--- src/hdl/ptc_pkg.sv ---
// Shared widths, constants and types of the pressure/temperature compensation block.
package ptc_pkg;

  localparam int COEFF_W = 16;
  localparam int RAW_W   = 24;
  localparam int ADDR_W  = 5;
  localparam int DATA_W  = 32;

  // Datapath widths, sized to the worst case of each intermediate value.
  localparam int DT_W    = RAW_W + 1;
  localparam int PROD1_W = DT_W + COEFF_W + 1;
  localparam int DT2_W   = 2 * DT_W;
  localparam int DTEMP_W = 18;
  localparam int TEMP_W  = 20;
  localparam int T2_W    = 18;
  localparam int SQ_W    = 35;
  localparam int OFF_W   = 38;
  localparam int SENS_W  = 37;
  localparam int SPLIT_W = 18;
  localparam int HI_W    = SENS_W - SPLIT_W;
  localparam int PLO_W   = RAW_W + SPLIT_W;
  localparam int PHI_W   = RAW_W + 1 + HI_W;
  localparam int PROD_W  = 62;
  localparam int DIFF_W  = PROD_W - 20;
  localparam int TOUT_W  = 15;
  localparam int POUT_W  = 18;

  localparam int TEMP_MIN = -4000;
  localparam int TEMP_MAX = 8500;
  localparam int PRES_MAX = 160000;
  localparam logic signed [TEMP_W-1:0] TEMP_REF = TEMP_W'(2000);

  typedef struct packed {
    logic [COEFF_W-1:0] sens_coeff;
    logic [COEFF_W-1:0] offset_coeff;
    logic [COEFF_W-1:0] sens_temp_coeff;
    logic [COEFF_W-1:0] offset_temp_coeff;
    logic [COEFF_W-1:0] ref_temperature;
    logic [COEFF_W-1:0] temp_coeff;
  } coeff_t;

  // First-order results handed from the front half to the back half.
  typedef struct packed {
    logic [RAW_W-1:0]          d1;
    logic signed [DTEMP_W-1:0] dtemp;
    logic signed [TEMP_W-1:0]  temp;
    logic signed [OFF_W-1:0]   off;
    logic signed [SENS_W-1:0]  sens;
    logic [T2_W-1:0]           t2;
    logic                      cold;
  } first_t;

endpackage

--- src/hdl/ptc_cfg_regs.sv ---
// Calibration register file behind the APB-style configuration port.
module ptc_cfg_regs (
  input  logic                        clk,
  input  logic                        rst,
  input  logic                        psel,
  input  logic                        penable,
  input  logic                        pwrite,
  input  logic [ptc_pkg::ADDR_W-1:0]  paddr,
  input  logic [ptc_pkg::DATA_W-1:0]  pwdata,
  output logic [ptc_pkg::DATA_W-1:0]  prdata,
  output logic                        pready,
  output ptc_pkg::coeff_t             coeff
);
  import ptc_pkg::*;

  localparam logic [2:0] IDX_SENS        = 3'd0;
  localparam logic [2:0] IDX_OFFSET      = 3'd1;
  localparam logic [2:0] IDX_SENS_TEMP   = 3'd2;
  localparam logic [2:0] IDX_OFFSET_TEMP = 3'd3;
  localparam logic [2:0] IDX_REF_TEMP    = 3'd4;
  localparam logic [2:0] IDX_TEMP        = 3'd5;

  logic [2:0]         idx;
  logic               wr;
  logic [COEFF_W-1:0] wval;
  logic [COEFF_W-1:0] rval;

  assign pready = 1'b1;
  assign idx    = paddr[4:2];
  assign wr     = psel && penable && pwrite;
  assign wval   = pwdata[COEFF_W-1:0];

  always_ff @(posedge clk) begin
    if (rst) begin
      coeff <= '0;
    end else if (wr) begin
      case (idx)
        IDX_SENS:        coeff.sens_coeff        <= wval;
        IDX_OFFSET:      coeff.offset_coeff      <= wval;
        IDX_SENS_TEMP:   coeff.sens_temp_coeff   <= wval;
        IDX_OFFSET_TEMP: coeff.offset_temp_coeff <= wval;
        IDX_REF_TEMP:    coeff.ref_temperature   <= wval;
        IDX_TEMP:        coeff.temp_coeff        <= wval;
        default: ;
      endcase
    end
  end

  always_comb begin
    case (idx)
      IDX_SENS:        rval = coeff.sens_coeff;
      IDX_OFFSET:      rval = coeff.offset_coeff;
      IDX_SENS_TEMP:   rval = coeff.sens_temp_coeff;
      IDX_OFFSET_TEMP: rval = coeff.offset_temp_coeff;
      IDX_REF_TEMP:    rval = coeff.ref_temperature;
      IDX_TEMP:        rval = coeff.temp_coeff;
      default:         rval = '0;
    endcase
  end

  assign prdata = {{(DATA_W-COEFF_W){1'b0}}, rval};

endmodule

--- config.mk ---
export PLATFORM = sky130hd
export DESIGN_NAME = ptc_cfg_regs
export DESIGN_NICKNAME = d
export VERILOG_FILES = /design/src/hdl/ptc_pkg.sv /design/src/hdl/ptc_cfg_regs.sv
export SDC_FILE = /design/constraint.sdc
export NUM_CORES = 1
export LEC_CHECK = 0
export BUFFER_PORTS_ARGS = -buffer_cell sky130_fd_sc_hd__buf_2
export CORE_ASPECT_RATIO = 0.75
export CORE_UTILIZATION = 45
export DETAILED_ROUTE_END_ITERATION = 8
export HOLD_SLACK_MARGIN = 0.12
export PLACE_DENSITY = 0.77
export SLEW_MARGIN = 20
export SYNTH_ARGS = -nofsm -noshare
export SYNTH_HDL_FRONTEND = slang
export SYNTH_SLANG_ARGS = --single-unit
--- constraint.sdc ---
create_clock -name clk -period 1.1 [get_ports clk]
set_input_delay 0.055 -clock clk [delete_from_list [all_inputs] [get_ports clk]]
set_output_delay 0.055 -clock clk [all_outputs]
set_load 0.005 [all_outputs]
======== After elaboration in Yosys (flattened, before gate mapping) ========
Index checks and enable logic that the tools add are counted.
W data, S select, Z words.
cells by class
  equal/unequal tests ..................... 5
  mux-type cells .......................... 1
  reductions and logical operators ........ 9
operators with widths
  kind                  count
  $pmux W16 S6          1
  $reduce_and A2 Y1     6
  $eq A3 B2 Y1 const B  2
  $eq A3 B3 Y1 const B  2
  $eq A3 B1 Y1 const B  1
  $logic_not A3 Y1      1
  $logic_and A1 B1 Y1   2
word-level totals
  register bits after elaboration ......... 96
  bits of input ports ..................... 42
  output and inout bits ................... 129
  logic and storage cells ................. 21

======== Longest topological paths before layout ========
  depth in word-level cells ............... 3
  gate-level depth with buffers ........... 6
  mapped depth without buffers ............ 3

======== Worst setup path after synthesis ========
No wires, ideal clock.
  path kind ............................... input to output
  start point ............................. input paddr[2] (netlist name)
  end point ............................... output prdata[4] (netlist name)
  data arrival time ....................... 1020 ps
  slack ................................... 25 ps
  cell stages on the path ................. 5
  path through ............................ buf_2 -> buf_2 -> mux2_2 -> nand2_1 -> o221ai_1
on the way
  word-level cells in the longest chain between the ends .. 2
ends and longest elaborated chain
  what                                  line                source
  start: declaration                    ptc_cfg_regs.sv:8   input logic [ptc_pkg::ADDR_W-1:0] paddr,
  $eq A3 B3 Y1 (tied with other cells)  ptc_cfg_regs.sv:50  case (idx)
  $pmux W16 S6 (*)                      ptc_cfg_regs.sv:50
  end: declaration                      ptc_cfg_regs.sv:10  output logic [ptc_pkg::DATA_W-1:0] prdata,
Mark *: on every way between the ends. The rest lies on a longest branch, timed or not.

======== Final worst setup path ========
  start point ............................. register coeff[88] (netlist name)
  end point ............................... output prdata[8] (netlist name)
on the way
  word-level cells in the longest chain between the ends .. 1
ends and longest elaborated chain
  what                line                source
  start: declaration  ptc_cfg_regs.sv:12  output ptc_pkg::coeff_t coeff
  $pmux W16 S6        ptc_cfg_regs.sv:50
Every way passes these cells.

==> flow_metrics.tcl <==
set metrics [dict create \
    skew_ns 0 \
    grt_pass1_wl_um 21600 \
    clk_pin_slew_ns 0.07 \
    rr_endpoint "coeff[43]$_SDFFE_PP0P_" \
    whs_ns 0.126 \
    cts_tree "yes" \
    finalMaxSlewViolations 0 \
    p_leak_nw 3.48 \
    io_buffers 135 \
    pin_count 171 \
    yosysTopAreaCellShare_pct 40.8 \
    ys_async_sr_fraction_pct 0 \
    clk_latency_ns 0.34 \
    synth_edf_count 0 \
    vias 4045 \
    max_freq_mhz 691 \
    root_buffer "clkbuf_16" \
    rrSetupSlack_ns 0.28 \
    top_regs "coeff (96)" \
    r2r_cells 4 \
    start_util_pct 47.5 \
    cp_max_fo 2 \
    syn-mean-instance-area_um2 10.5 \
    yosysMostFrequentCell "mux2i_1" \
    cts-buffers-inserted 9 \
    period_share_pct 132 \
    globalRouteOverflowTotal 0 \
    avgViaCountPerCell 5.23 \
    tns_ns -3.60 \
    synth_area_leaders "dfxtp_1 (41%), mux2i_1 (24%), nand2b_1 (15%), mux2_2 (5.5%), buf_4 (3.8%)" \
    hpwlAfterDp_um 9100 \
    hold_violations 0 \
    antenna_found_initial 1 \
    endpoint_kind "output pin" \
    die_width_um 120 \
    coreArea_mm2 0.00993 \
    track_usage_pct 25.6 \
    grt_max_degree 53 \
    irDropWorstVdd_mv 0.945 \
    worstPathRequired_ns 1.04 \
    grt_pass1_vias 3980 \
    drive_gt1_share_pct 48.8 \
    largest_reg_flops 96 \
    ys_types 27 \
    diodes 0 \
    placed_cell_area_mm2 0.00569 \
    cts_buffer_depth 2 \
    yosysTopAreaCell "dfxtp_1" \
    synth_ff_type "dfxtp_1" \
    htreeDepth 3 \
    firstDrtPassIters 4 \
    crit_arrival_ns 1.39 \
    ys_ff_latch 96 \
    ys_warn_count 0 \
    syn_inst 448 \
    place_congestion 0.807 \
    violations "negative setup slack" \
    fin_util_pct 65.6 \
    die_h_um 90.6 \
    rsz0062_at_grt "true" \
    setup_ws_ns -0.347 \
    ant_nets 0 \
    hold_class "in2reg" \
    fin_area_mm2 0.00652 \
    r2r-start "coeff[43]$_SDFFE_PP0P_" \
    power.density_mw_per_mm2 1080 \
    area_growth_pct 38.3 \
    crit_path_start_kind "flop" \
    hold_end "coeff[63]$_SDFFE_PP0P_" \
    drtIter0Drc 199 \
    cts_sinks 96 \
    ys_seq_area_share_pct 40.8 \
    routed_wl_um 13800 \
    top_register "coeff" \
    fp-row-count 31 \
    crit_type "reg2out" \
    wl_per_cell_um 17.9 \
    nNetsFinal 678 \
    syn_area_mm2 0.00471 \
    fin_crit_ns 1.45 \
    drv_cap 0 \
    synth.top_cells.by_count "mux2i_1 (114), nand2b_1 (112), dfxtp_1 (96)" \
    min_path_cells 3 \
    status "finished with violations" \
    drc 0 \
    setup_viol 16 \
    hp-start "pwdata[15]" \
    die-area_mm2 0.0109 \
]
## routing by layer
layer / global-route usage, % / up-vias / share of wire, %
met4: 6.35 / 0 / 1.1
met2: 42.7 / 152 / 48
met3: 6.38 / 13 / 5.6
met5: 0 / - / 0
met1: 32.9 / 1987 / 45
li1: - / 1893 / -
## power by group
group / internal [W] / switching (W)
clock: 0.00153 / 0.00137
combinational: 0.000307 / 0.000338
sequential: 0.00350 / 0.0000214
## critical path, cell delays in order (launching register included)
cell and delay, ns:
dfxtp_2 0.33, mux2_4 0.28, a221oi_2 0.23, a21oi_1 0.07
buf_2 0.14
## cell type report
cell class | instances | area, µm²
Inverter | 1 | 3.75
Sequential cell | 96 | 1960
Tap cell | 132 | 165
Timing Repair Buffer | 210 | 1390
Multi-Input combinational cell | 318 | 2730
Clock buffer | 9 | 225
Clock inverter | 7 | 47.5
Fill cell | 797 | 3410
## kinds of logic after synthesis
logic type | after synthesis | share of synthesized area (%)
multiplexers | 137 | 29.7
AND/OR/NAND/NOR | 134 | 17.7
flip-flops | 96 | 40.8
buffers and inverters | 49 | 6.77
AO/OA/AOI/OAI | 30 | 4.83
other | 2 | 0.159
## worst max path at each step
stage	start	end	depth (start not counted)
detailed placement	paddr[2]	prdata[6]	7
CTS	coeff[54]$_SDFFE_PP0P_	prdata[6]	4
floorplan	paddr[2]	prdata[4]	5
global placement	paddr[2]	prdata[6]	7
finish	coeff[88]$_SDFFE_PP0P_	prdata[8]	4
global route	coeff[88]$_SDFFE_PP0P_	prdata[8]	4
## stage by stage
step | worst slack, ns | total power (W) | cells
after floorplan | 0.0250 | 0.00397 | 463
after global placement | -0.230 | 0.00416 | 721
after detailed placement | -0.254 | 0.00417 | 721
after CTS | -0.332 | 0.00708 | 769
after global routing | -0.407 | 0.00732 | 773
final | -0.347 | 0.00707 | 773
## placed cells by master, fill, tap and decap left out
cell type      count
a21oi_1            3
a221oi_2           3
a22oi_1            3
a22oi_2            4
a32oi_1            2
a32oi_2            2
and2b_1            3
and4_1             1
and4b_2            1
buf_12             8
buf_2            132
buf_4             58
buf_6              7
clkbuf_16          9
clkinv_1           1
clkinv_2           3
clkinv_4           1
clkinvlp_4         2
conb_1            17
dfxtp_1           62
dfxtp_2           34
dlygate4sd3_1      5
inv_6              1
mux2_2             7
mux2_4            16
mux2i_1          114
nand2_2           13
nand2b_1         112
nand2b_4           1
nor2b_1            1
o21ai_1            3
o21ai_2            1
o221ai_2           9
or2_1              1
or2b_2             1
## what timing repair did
item                                    4_1_cts  5_1_grt
buffers inserted                             27        4
endpoints found under the setup margin       16       16
pin swaps                                     8       10
hold buffers                                  5        0
hold endpoints to repair                     19        0
gates resized for setup                      57       33
Power figures use the tool's default switching activity.
