==> src/hdl/ptc_pkg.sv <==
// Shared widths, constants and types of the pressure/temperature compensation block.
package ptc_pkg;

  localparam int COEFF_W = 16;
  localparam int RAW_W   = 24;
  localparam int ADDR_W  = 5;
  localparam int DATA_W  = 32;

  // Datapath widths, sized to the worst case of each intermediate value.
  localparam int DT_W    = RAW_W + 1;
  localparam int PROD1_W = DT_W + COEFF_W + 1;
  localparam int DT2_W   = 2 * DT_W;
  localparam int DTEMP_W = 18;
  localparam int TEMP_W  = 20;
  localparam int T2_W    = 18;
  localparam int SQ_W    = 35;
  localparam int OFF_W   = 38;
  localparam int SENS_W  = 37;
  localparam int SPLIT_W = 18;
  localparam int HI_W    = SENS_W - SPLIT_W;
  localparam int PLO_W   = RAW_W + SPLIT_W;
  localparam int PHI_W   = RAW_W + 1 + HI_W;
  localparam int PROD_W  = 62;
  localparam int DIFF_W  = PROD_W - 20;
  localparam int TOUT_W  = 15;
  localparam int POUT_W  = 18;

  localparam int TEMP_MIN = -4000;
  localparam int TEMP_MAX = 8500;
  localparam int PRES_MAX = 160000;
  localparam logic signed [TEMP_W-1:0] TEMP_REF = TEMP_W'(2000);

  typedef struct packed {
    logic [COEFF_W-1:0] sens_coeff;
    logic [COEFF_W-1:0] offset_coeff;
    logic [COEFF_W-1:0] sens_temp_coeff;
    logic [COEFF_W-1:0] offset_temp_coeff;
    logic [COEFF_W-1:0] ref_temperature;
    logic [COEFF_W-1:0] temp_coeff;
  } coeff_t;

  // First-order results handed from the front half to the back half.
  typedef struct packed {
    logic [RAW_W-1:0]          d1;
    logic signed [DTEMP_W-1:0] dtemp;
    logic signed [TEMP_W-1:0]  temp;
    logic signed [OFF_W-1:0]   off;
    logic signed [SENS_W-1:0]  sens;
    logic [T2_W-1:0]           t2;
    logic                      cold;
  } first_t;

endpackage

==> src/hdl/ptc_second_order.sv <==
// Back pipeline stages: second-order corrections, pressure product, saturation.
module ptc_second_order (
  input  logic                              clk,
  input  logic                              rst,
  input  logic                              en,
  input  logic                              first_valid,
  input  ptc_pkg::first_t                   first,
  output logic                              out_valid,
  output logic signed [ptc_pkg::TOUT_W-1:0] temperature_centi,
  output logic [ptc_pkg::POUT_W-1:0]        pressure_decimbar,
  output logic                              clamped
);
  import ptc_pkg::*;

  // Stage D: square of the temperature deviation, corrected temperature.
  logic                        d_valid;
  logic [RAW_W-1:0]            d_d1;
  logic [SQ_W-1:0]             d_sq;
  logic signed [TEMP_W-1:0]    d_temp;
  logic signed [OFF_W-1:0]     d_off;
  logic signed [SENS_W-1:0]    d_sens;
  logic                        d_cold;
  logic signed [2*DTEMP_W-1:0] sq_full;

  // Stage E: corrected offset and sensitivity.
  logic                     e_valid;
  logic [RAW_W-1:0]         e_d1;
  logic signed [TEMP_W-1:0] e_temp;
  logic signed [OFF_W-1:0]  e_off;
  logic signed [SENS_W-1:0] e_sens;
  logic [SQ_W+1:0]          sq_x3;
  logic [SQ_W+1:0]          sq_x5;
  logic [OFF_W-1:0]         off2;
  logic [SENS_W-1:0]        sens2;

  // Stage F: partial products of D1 times the sensitivity.
  logic                     f_valid;
  logic signed [TEMP_W-1:0] f_temp;
  logic signed [OFF_W-1:0]  f_off;
  logic [PLO_W-1:0]         f_plo;
  logic signed [PHI_W-1:0]  f_phi;
  logic signed [PHI_W-1:0]  phi_next;

  // Stage G: full product.
  logic                     g_valid;
  logic signed [TEMP_W-1:0] g_temp;
  logic signed [OFF_W-1:0]  g_off;
  logic signed [PROD_W-1:0] g_prod;

  // Output stage: pressure and saturation.
  logic signed [DIFF_W-1:0] diff;
  logic signed [DIFF_W-1:0] pres_raw;
  logic                     t_lo;
  logic                     t_hi;
  logic                     p_lo;
  logic                     p_hi;

  assign sq_full  = first.dtemp * first.dtemp;
  assign sq_x3    = {2'b0, d_sq} + {1'b0, d_sq, 1'b0};
  assign sq_x5    = {2'b0, d_sq} + {d_sq, 2'b0};
  assign off2     = d_cold ? OFF_W'(sq_x3 >> 1) : OFF_W'(d_sq >> 4);
  assign sens2    = d_cold ? SENS_W'(sq_x5 >> 3) : '0;
  assign phi_next = $signed({1'b0, e_d1}) * $signed(e_sens[SENS_W-1:SPLIT_W]);

  assign diff     = DIFF_W'(g_prod >>> 21) - DIFF_W'(g_off);
  assign pres_raw = diff >>> 15;
  assign t_lo     = g_temp < TEMP_MIN;
  assign t_hi     = g_temp > TEMP_MAX;
  assign p_lo     = pres_raw < 0;
  assign p_hi     = pres_raw > PRES_MAX;

  always_ff @(posedge clk) begin
    if (rst) begin
      d_valid   <= 1'b0;
      e_valid   <= 1'b0;
      f_valid   <= 1'b0;
      g_valid   <= 1'b0;
      out_valid <= 1'b0;
    end else if (en) begin
      d_valid   <= first_valid;
      e_valid   <= d_valid;
      f_valid   <= e_valid;
      g_valid   <= f_valid;
      out_valid <= g_valid;
    end
  end

  always_ff @(posedge clk) begin
    if (en) begin
      d_d1   <= first.d1;
      d_sq   <= sq_full[SQ_W-1:0];
      d_temp <= first.temp - $signed({{(TEMP_W-T2_W){1'b0}}, first.t2});
      d_off  <= first.off;
      d_sens <= first.sens;
      d_cold <= first.cold;

      e_d1   <= d_d1;
      e_temp <= d_temp;
      e_off  <= d_off - $signed(off2);
      e_sens <= d_sens - $signed(sens2);

      f_temp <= e_temp;
      f_off  <= e_off;
      f_plo  <= e_d1 * e_sens[SPLIT_W-1:0];
      f_phi  <= phi_next;

      g_temp <= f_temp;
      g_off  <= f_off;
      g_prod <= (PROD_W'(f_phi) <<< SPLIT_W) + $signed({{(PROD_W-PLO_W){1'b0}}, f_plo});

      if (t_lo) begin
        temperature_centi <= TOUT_W'(TEMP_MIN);
      end else if (t_hi) begin
        temperature_centi <= TOUT_W'(TEMP_MAX);
      end else begin
        temperature_centi <= g_temp[TOUT_W-1:0];
      end
      if (p_lo) begin
        pressure_decimbar <= '0;
      end else if (p_hi) begin
        pressure_decimbar <= POUT_W'(PRES_MAX);
      end else begin
        pressure_decimbar <= pres_raw[POUT_W-1:0];
      end
      clamped <= t_lo || t_hi || p_lo || p_hi;
    end
  end

endmodule

==> config.mk <==
export PLATFORM = sky130hd
export DESIGN_NAME = ptc_second_order
export DESIGN_NICKNAME = d
export VERILOG_FILES = /design/src/hdl/ptc_pkg.sv /design/src/hdl/ptc_second_order.sv
export SDC_FILE = /design/constraint.sdc
export NUM_CORES = 2
export LEC_CHECK = 0
export BUFFER_PORTS_ARGS = -buffer_cell sky130_fd_sc_hd__buf_4
export CORE_ASPECT_RATIO = 2
export CORE_MARGIN = 2
export CORE_UTILIZATION = 40
export CTS_CLUSTER_SIZE = 40
export DETAILED_ROUTE_END_ITERATION = 16
export PLACE_DENSITY = 0.54
export SETUP_SLACK_MARGIN = 0.5
export SLEW_MARGIN = 20
export SYNTH_ARGS = -nofsm -noshare
export SYNTH_HDL_FRONTEND = slang
export SYNTH_SLANG_ARGS = --single-unit
==> constraint.sdc <==
create_clock -name clk -period 9.6 [get_ports clk]
set_input_delay 1.92 -clock clk [delete_from_list [all_inputs] [get_ports clk]]
set_output_delay 1.92 -clock clk [all_outputs]
set_load 0.01 [all_outputs]
# ---- Word-level counts from Yosys, hierarchy flattened
# Index checks and enable logic that the tools add are counted.
dict set report word_totals {
  regBits 577
  in_bits 160
  word_cells 50
}
dict set report classes {
  add_sub_neg 7
  mul 3
  magnitude_cmp 4
  mux 4
  n_reduce_logical 5
}
# operator count
set ops {}
lappend ops {{62-bit by 43-bit adder with 62-bit output} 1}
lappend ops {{25-bit by 19-bit multiplier with 44-bit output} 1}
lappend ops {{24-bit by 18-bit multiplier with 42-bit output} 1}
lappend ops {{41-bit by 38-bit subtractor with 42-bit output} 1}
lappend ops {{38-bit by 37-bit subtractor with 38-bit output} 1}
lappend ops {{35-bit by 36-bit adder with 37-bit output} 1}
lappend ops {{35-bit by 37-bit adder with 37-bit output} 1}
lappend ops {{37-bit by 35-bit subtractor with 37-bit output} 1}
lappend ops {{36-bit 2-to-1 mux} 1}
lappend ops {{18-bit by 18-bit multiplier with 35-bit output} 1}
lappend ops {{34-bit 2-to-1 mux} 1}
lappend ops {{27-bit by 19-bit greater-than comparator with 1-bit output (second input constant)} 1}
lappend ops {{27-bit by 1-bit < comparator with 1-bit output (second input constant)} 1}
lappend ops {{20-bit by 15-bit greater-than comparator with 1-bit output (second input constant)} 1}
lappend ops {{20-bit by 13-bit < comparator with 1-bit output (second input constant)} 1}
lappend ops {{20-bit by 19-bit subtractor with 20-bit output} 1}
lappend ops {{18-bit 2-to-1 mux} 1}
lappend ops {{15-bit 2-to-1 mux} 1}
lappend ops {{2-bit OR reduction} 2}
lappend ops {{1-bit logical OR} 3}

# ---- Longest topological paths before layout
dict set report logic_depth {
  depth_word 4
  mapped_depth 28
}

# ---- Worst setup path before layout
# Ideal clock, no wire load.
dict set report synth_timing {
  kind {input-to-reg}
  start {in first[114] in the netlist's numbering}
  end {reg d_sq[31] (data pin)}
  setup_ns 0.257
  arrival_time_ns 7.609
  required_ns 9.343
  slack_ns 1.733
  stages 25
  path_buffers 2
  path_cell_list {clkbuf_1 clkbuf_1 nand2_1 inv_1 fa_1 inv_1 fa_1 inv_1 ha_1 inv_1 fa_1 fa_1 fa_1 inv_1 ha_1 a21o_1 a21o_1 or3_1 o31a_1 a21oi_1 o21ba_2 nand2b_1 a21oi_1 or2_2 xor2_1}
}
dict set report synth_via {
  elab_chain_len 1
}
# item line
set synth_rtl {}
lappend synth_rtl {{from (decl)} ptc_second_order.sv:7} ;# input ptc_pkg::first_t first,
lappend synth_rtl {{18-bit by 18-bit multiplier with 35-bit output} ptc_second_order.sv:58} ;# assign sq_full = first.dtemp * first.dtemp;
lappend synth_rtl {{via sq_full[31]} ptc_second_order.sv:23} ;# logic signed [2*DTEMP_W-1:0] sq_full;
lappend synth_rtl {{to (signal assigned)} ptc_second_order.sv:91} ;# d_sq <= sq_full[SQ_W-1:0];
lappend synth_rtl {{to (decl)} ptc_second_order.sv:18} ;# logic [SQ_W-1:0] d_sq;
# The timed path passes the listed nets, and every way through them passes these cells.
# A chain may end at the register's enable or synchronous reset.

# ---- Worst setup path in the final report
dict set report layout_timing {
  start {in first[120] in the netlist's numbering}
  end {reg d_sq[33] (data pin)}
}
# The elaborated chain is that of the path after synthesis.

==> impl_metrics.json <==
{
  "outcome": "finished, final reports clean",
  "dp_slack_ps": 530,
  "floorplan.die_area_um2": 169000,
  "std_cell_rows": 211,
  "die_x_um": 291,
  "r2r_start": "e_d1[13]",
  "ant_nets": 0,
  "synth_edf_count": 532,
  "fin_skew_ps": 61.8,
  "path_max_fanout": 13,
  "num_vias": 45700,
  "dp_hpwl_um": 161000,
  "crit_type": "in -> reg",
  "min_path_cells": 0,
  "fmax_mhz": 119,
  "dp_cells": 8719,
  "setup_tns_ps": 0,
  "gp_congestion": 0.980,
  "synth_cell_types": 82,
  "r2r_slack_ps": 1230,
  "grt_use_total_pct": 23.1,
  "post-cts-setup-buffers": 0,
  "min_from": "d_d1[7]",
  "r2r-end": "f_plo[38]",
  "detail_route.vias_per_cell": 5.18,
  "synth_ff_type": "edfxtp_1",
  "synth_top_cell_by_area": "fa_1",
  "finalCritPeriodShare_pct": 87.2,
  "overflow": 0,
  "cts_buffers": 51,
  "clkLatencyLatePin_ps": 680,
  "maxCapViolations": 0,
  "top_level_ports": 195,
  "finalInstanceArea_um2": 71700,
  "areaGrowthSynthToFinish_pct": 8.54,
  "core_area_um2": 165000,
  "start_util_pct": 40.1,
  "cts.clk_slew.worst_paths_ps": 80,
  "synthCells": 6526,
  "arrival_ps": 8790,
  "r2r_cells": 24,
  "antenna_found_initial": 9,
  "clock_path_buffers": 3,
  "ys.warnings.count": 0,
  "placed_area_um2": 70000,
  "avgSynthCellArea_um2": 10.1,
  "final_hold_viol_count": 0,
  "yosysMostFrequentCell": "inv_1",
  "cp.required_ps": 10020,
  "synth_seq_cells": 537,
  "remaining_drc_errors": 0,
  "fin_cells": 8818,
  "dr.pass1.iters": 5,
  "cts.sinks": 537,
  "critPathCaptureType": "register",
  "tightest_slew_ps": 1230,
  "ctsResizeCount": 0,
  "htree_levels": 2,
  "setup_viol": 0,
  "cts-root-buf": "clkbuf_16",
  "cts_hold_buf": 0,
  "synthTopCellsByArea": "fa_1 (31%), edfxtp_1 (24%), ha_1 (11%), inv_1 (7.6%), nand2_1 (4.3%)",
  "synthTopCellsByCount": "inv_1 (1335), fa_1 (1018), nand2_1 (763)",
  "cts_tree": "yes",
  "layout_setup_ws_ps": 1230,
  "synth_seq_area_share_pct": 24.3,
  "async_reset_ff_share_pct": 0,
  "wl_per_cell_um": 21.9,
  "max-slew-margin-rel_pct": 17.8,
  "synth_area_um2": 66100,
  "syn_nets": 8305,
  "die_h_um": 579,
  "io_buffers": 194,
  "layout-drive-gt1-share_pct": 6.05,
  "hold_path.class": "reg -> reg",
  "drt_iter0_drc": 1994,
  "nets": 8421,
  "wirelength_um": 193000,
  "rsz0062_at_grt": "no",
  "drv_slew": 0,
  "first_global_vias": 50400,
  "synth_top_area_share_pct": 30.9,
  "grt_pass1_wl_um": 291000,
  "cp-start-kind": "input port",
  "layout_min_cycle_time_ps": 8370,
  "grt_max_degree": 177,
  "min_to": "e_d1[7]"
}
-- cell type report --
type	count	area, um^2
Fill cell	16100	93000
Multi-Input combinational cell	4434	44100
Sequential cell	537	16100
Inverter	1337	5020
Tap cell	2130	2670
Timing Repair Buffer	281	2140
Clock buffer	57	1300
Clock inverter	35	345
Antenna cell	7	17.5
-- flip-flops by register name (all words and copies together), names as in the netlist, 15 cells and up --
name               count
temperature_centi     15
pressure_decimbar     18
d_sens                37
g_prod                41
g_off                 38
e_sens                37
f_off                 38
e_temp                20
d_temp                20
f_plo                 24
f_phi                 44
e_off                 38
g_temp                20
f_temp                20
d_d1                  24
d_sq                  34
e_d1                  24
d_off                 38
-- metrics by stage --
stage,util [%],hold slack (ps)
finish,43.5,407
global route,43.5,417
CTS,43.5,408
detailed placement,42.5,405
global placement,42.5,401
floorplan,-,400
-- worst max-delay path by stage --
stage | startpoint | end | slack, ps | cells after the start
after global routing | e_d1[4] | f_phi[40] | 900 | 25
after detailed placement | first[120] | d_sq[33] | 530 | 21
after floorplan | first[114] | d_sq[31] | 1730 | 25
final | first[120] | d_sq[33] | 1230 | 21
after global placement | first[120] | d_sq[33] | 600 | 21
after CTS | first[120] | d_sq[33] | 1280 | 21
-- logic make-up (layout without fill, tap and decap cells) --
kind of cell | Yosys count | count (layout) | share of synthesized area, %
adders and majority gates | 1619 | 1619 | 42.2
other | 1 | 8 | 0.00568
xor gates and xnor gates | 276 | 276 | 3.66
and+or+nand+nor | 1742 | 1742 | 12.8
buffers and inverters | 1555 | 1710 | 8.85
DFF | 537 | 537 | 24.3
muxes | 36 | 36 | 0.553
AOI/OAI and AO/OA | 760 | 760 | 7.60
-- worst max-delay path, cell delays in order --
cell	delay (ps)
buf_4	190
clkinv_1	350
nor2_1	450
fa_1	510
fa_1	510
inv_1	50
fa_1	440
fa_1	510
inv_1	50
fa_1	490
fa_1	420
ha_1	430
nand4_1	220
a2111oi_0	990
o31a_1	310
a21oi_1	100
o21ba_2	230
nand2b_1	150
a21oi_1	200
o41ai_1	110
xnor2_1	140
-- cell usage in the layout (no fill, tap or decap), types with 45 or more instances in the layout --
| cell | netlist | final |
|---|---|---|
| a21o_1 | 111 | 111 |
| a21oi_1 | 230 | 230 |
| and2_1 | 417 | 417 |
| buf_4 | 0 | 278 |
| clkbuf_16 | 0 | 51 |
| edfxtp_1 | 532 | 532 |
| fa_1 | 1018 | 1018 |
| ha_1 | 601 | 601 |
| inv_1 | 1335 | 1335 |
| nand2_1 | 763 | 763 |
| nand2b_1 | 56 | 56 |
| nand3_1 | 57 | 57 |
| nor2_1 | 193 | 193 |
| nor2b_1 | 65 | 65 |
| nor3_1 | 59 | 59 |
| o21a_1 | 45 | 45 |
| o21ai_0 | 126 | 126 |
| xnor2_1 | 199 | 199 |
| xor2_1 | 77 | 77 |
-- layer usage --
| metal | global-route usage, % | part of all wire (%) | up-vias |
|---|---|---|---|
| li1 | - | - | 20900 |
| met1 | 19.7 | 29 | 23200 |
| met2 | 45.7 | 56 | 1051 |
| met3 | 2.05 | 2.8 | 571 |
| met4 | 22.7 | 12 | 2 |
| met5 | 0 | 0.0072 | - |
Power is left out: the tool's default activity adds up to more than one toggle a clock period on the data nets, which glitch-free logic cannot reach.
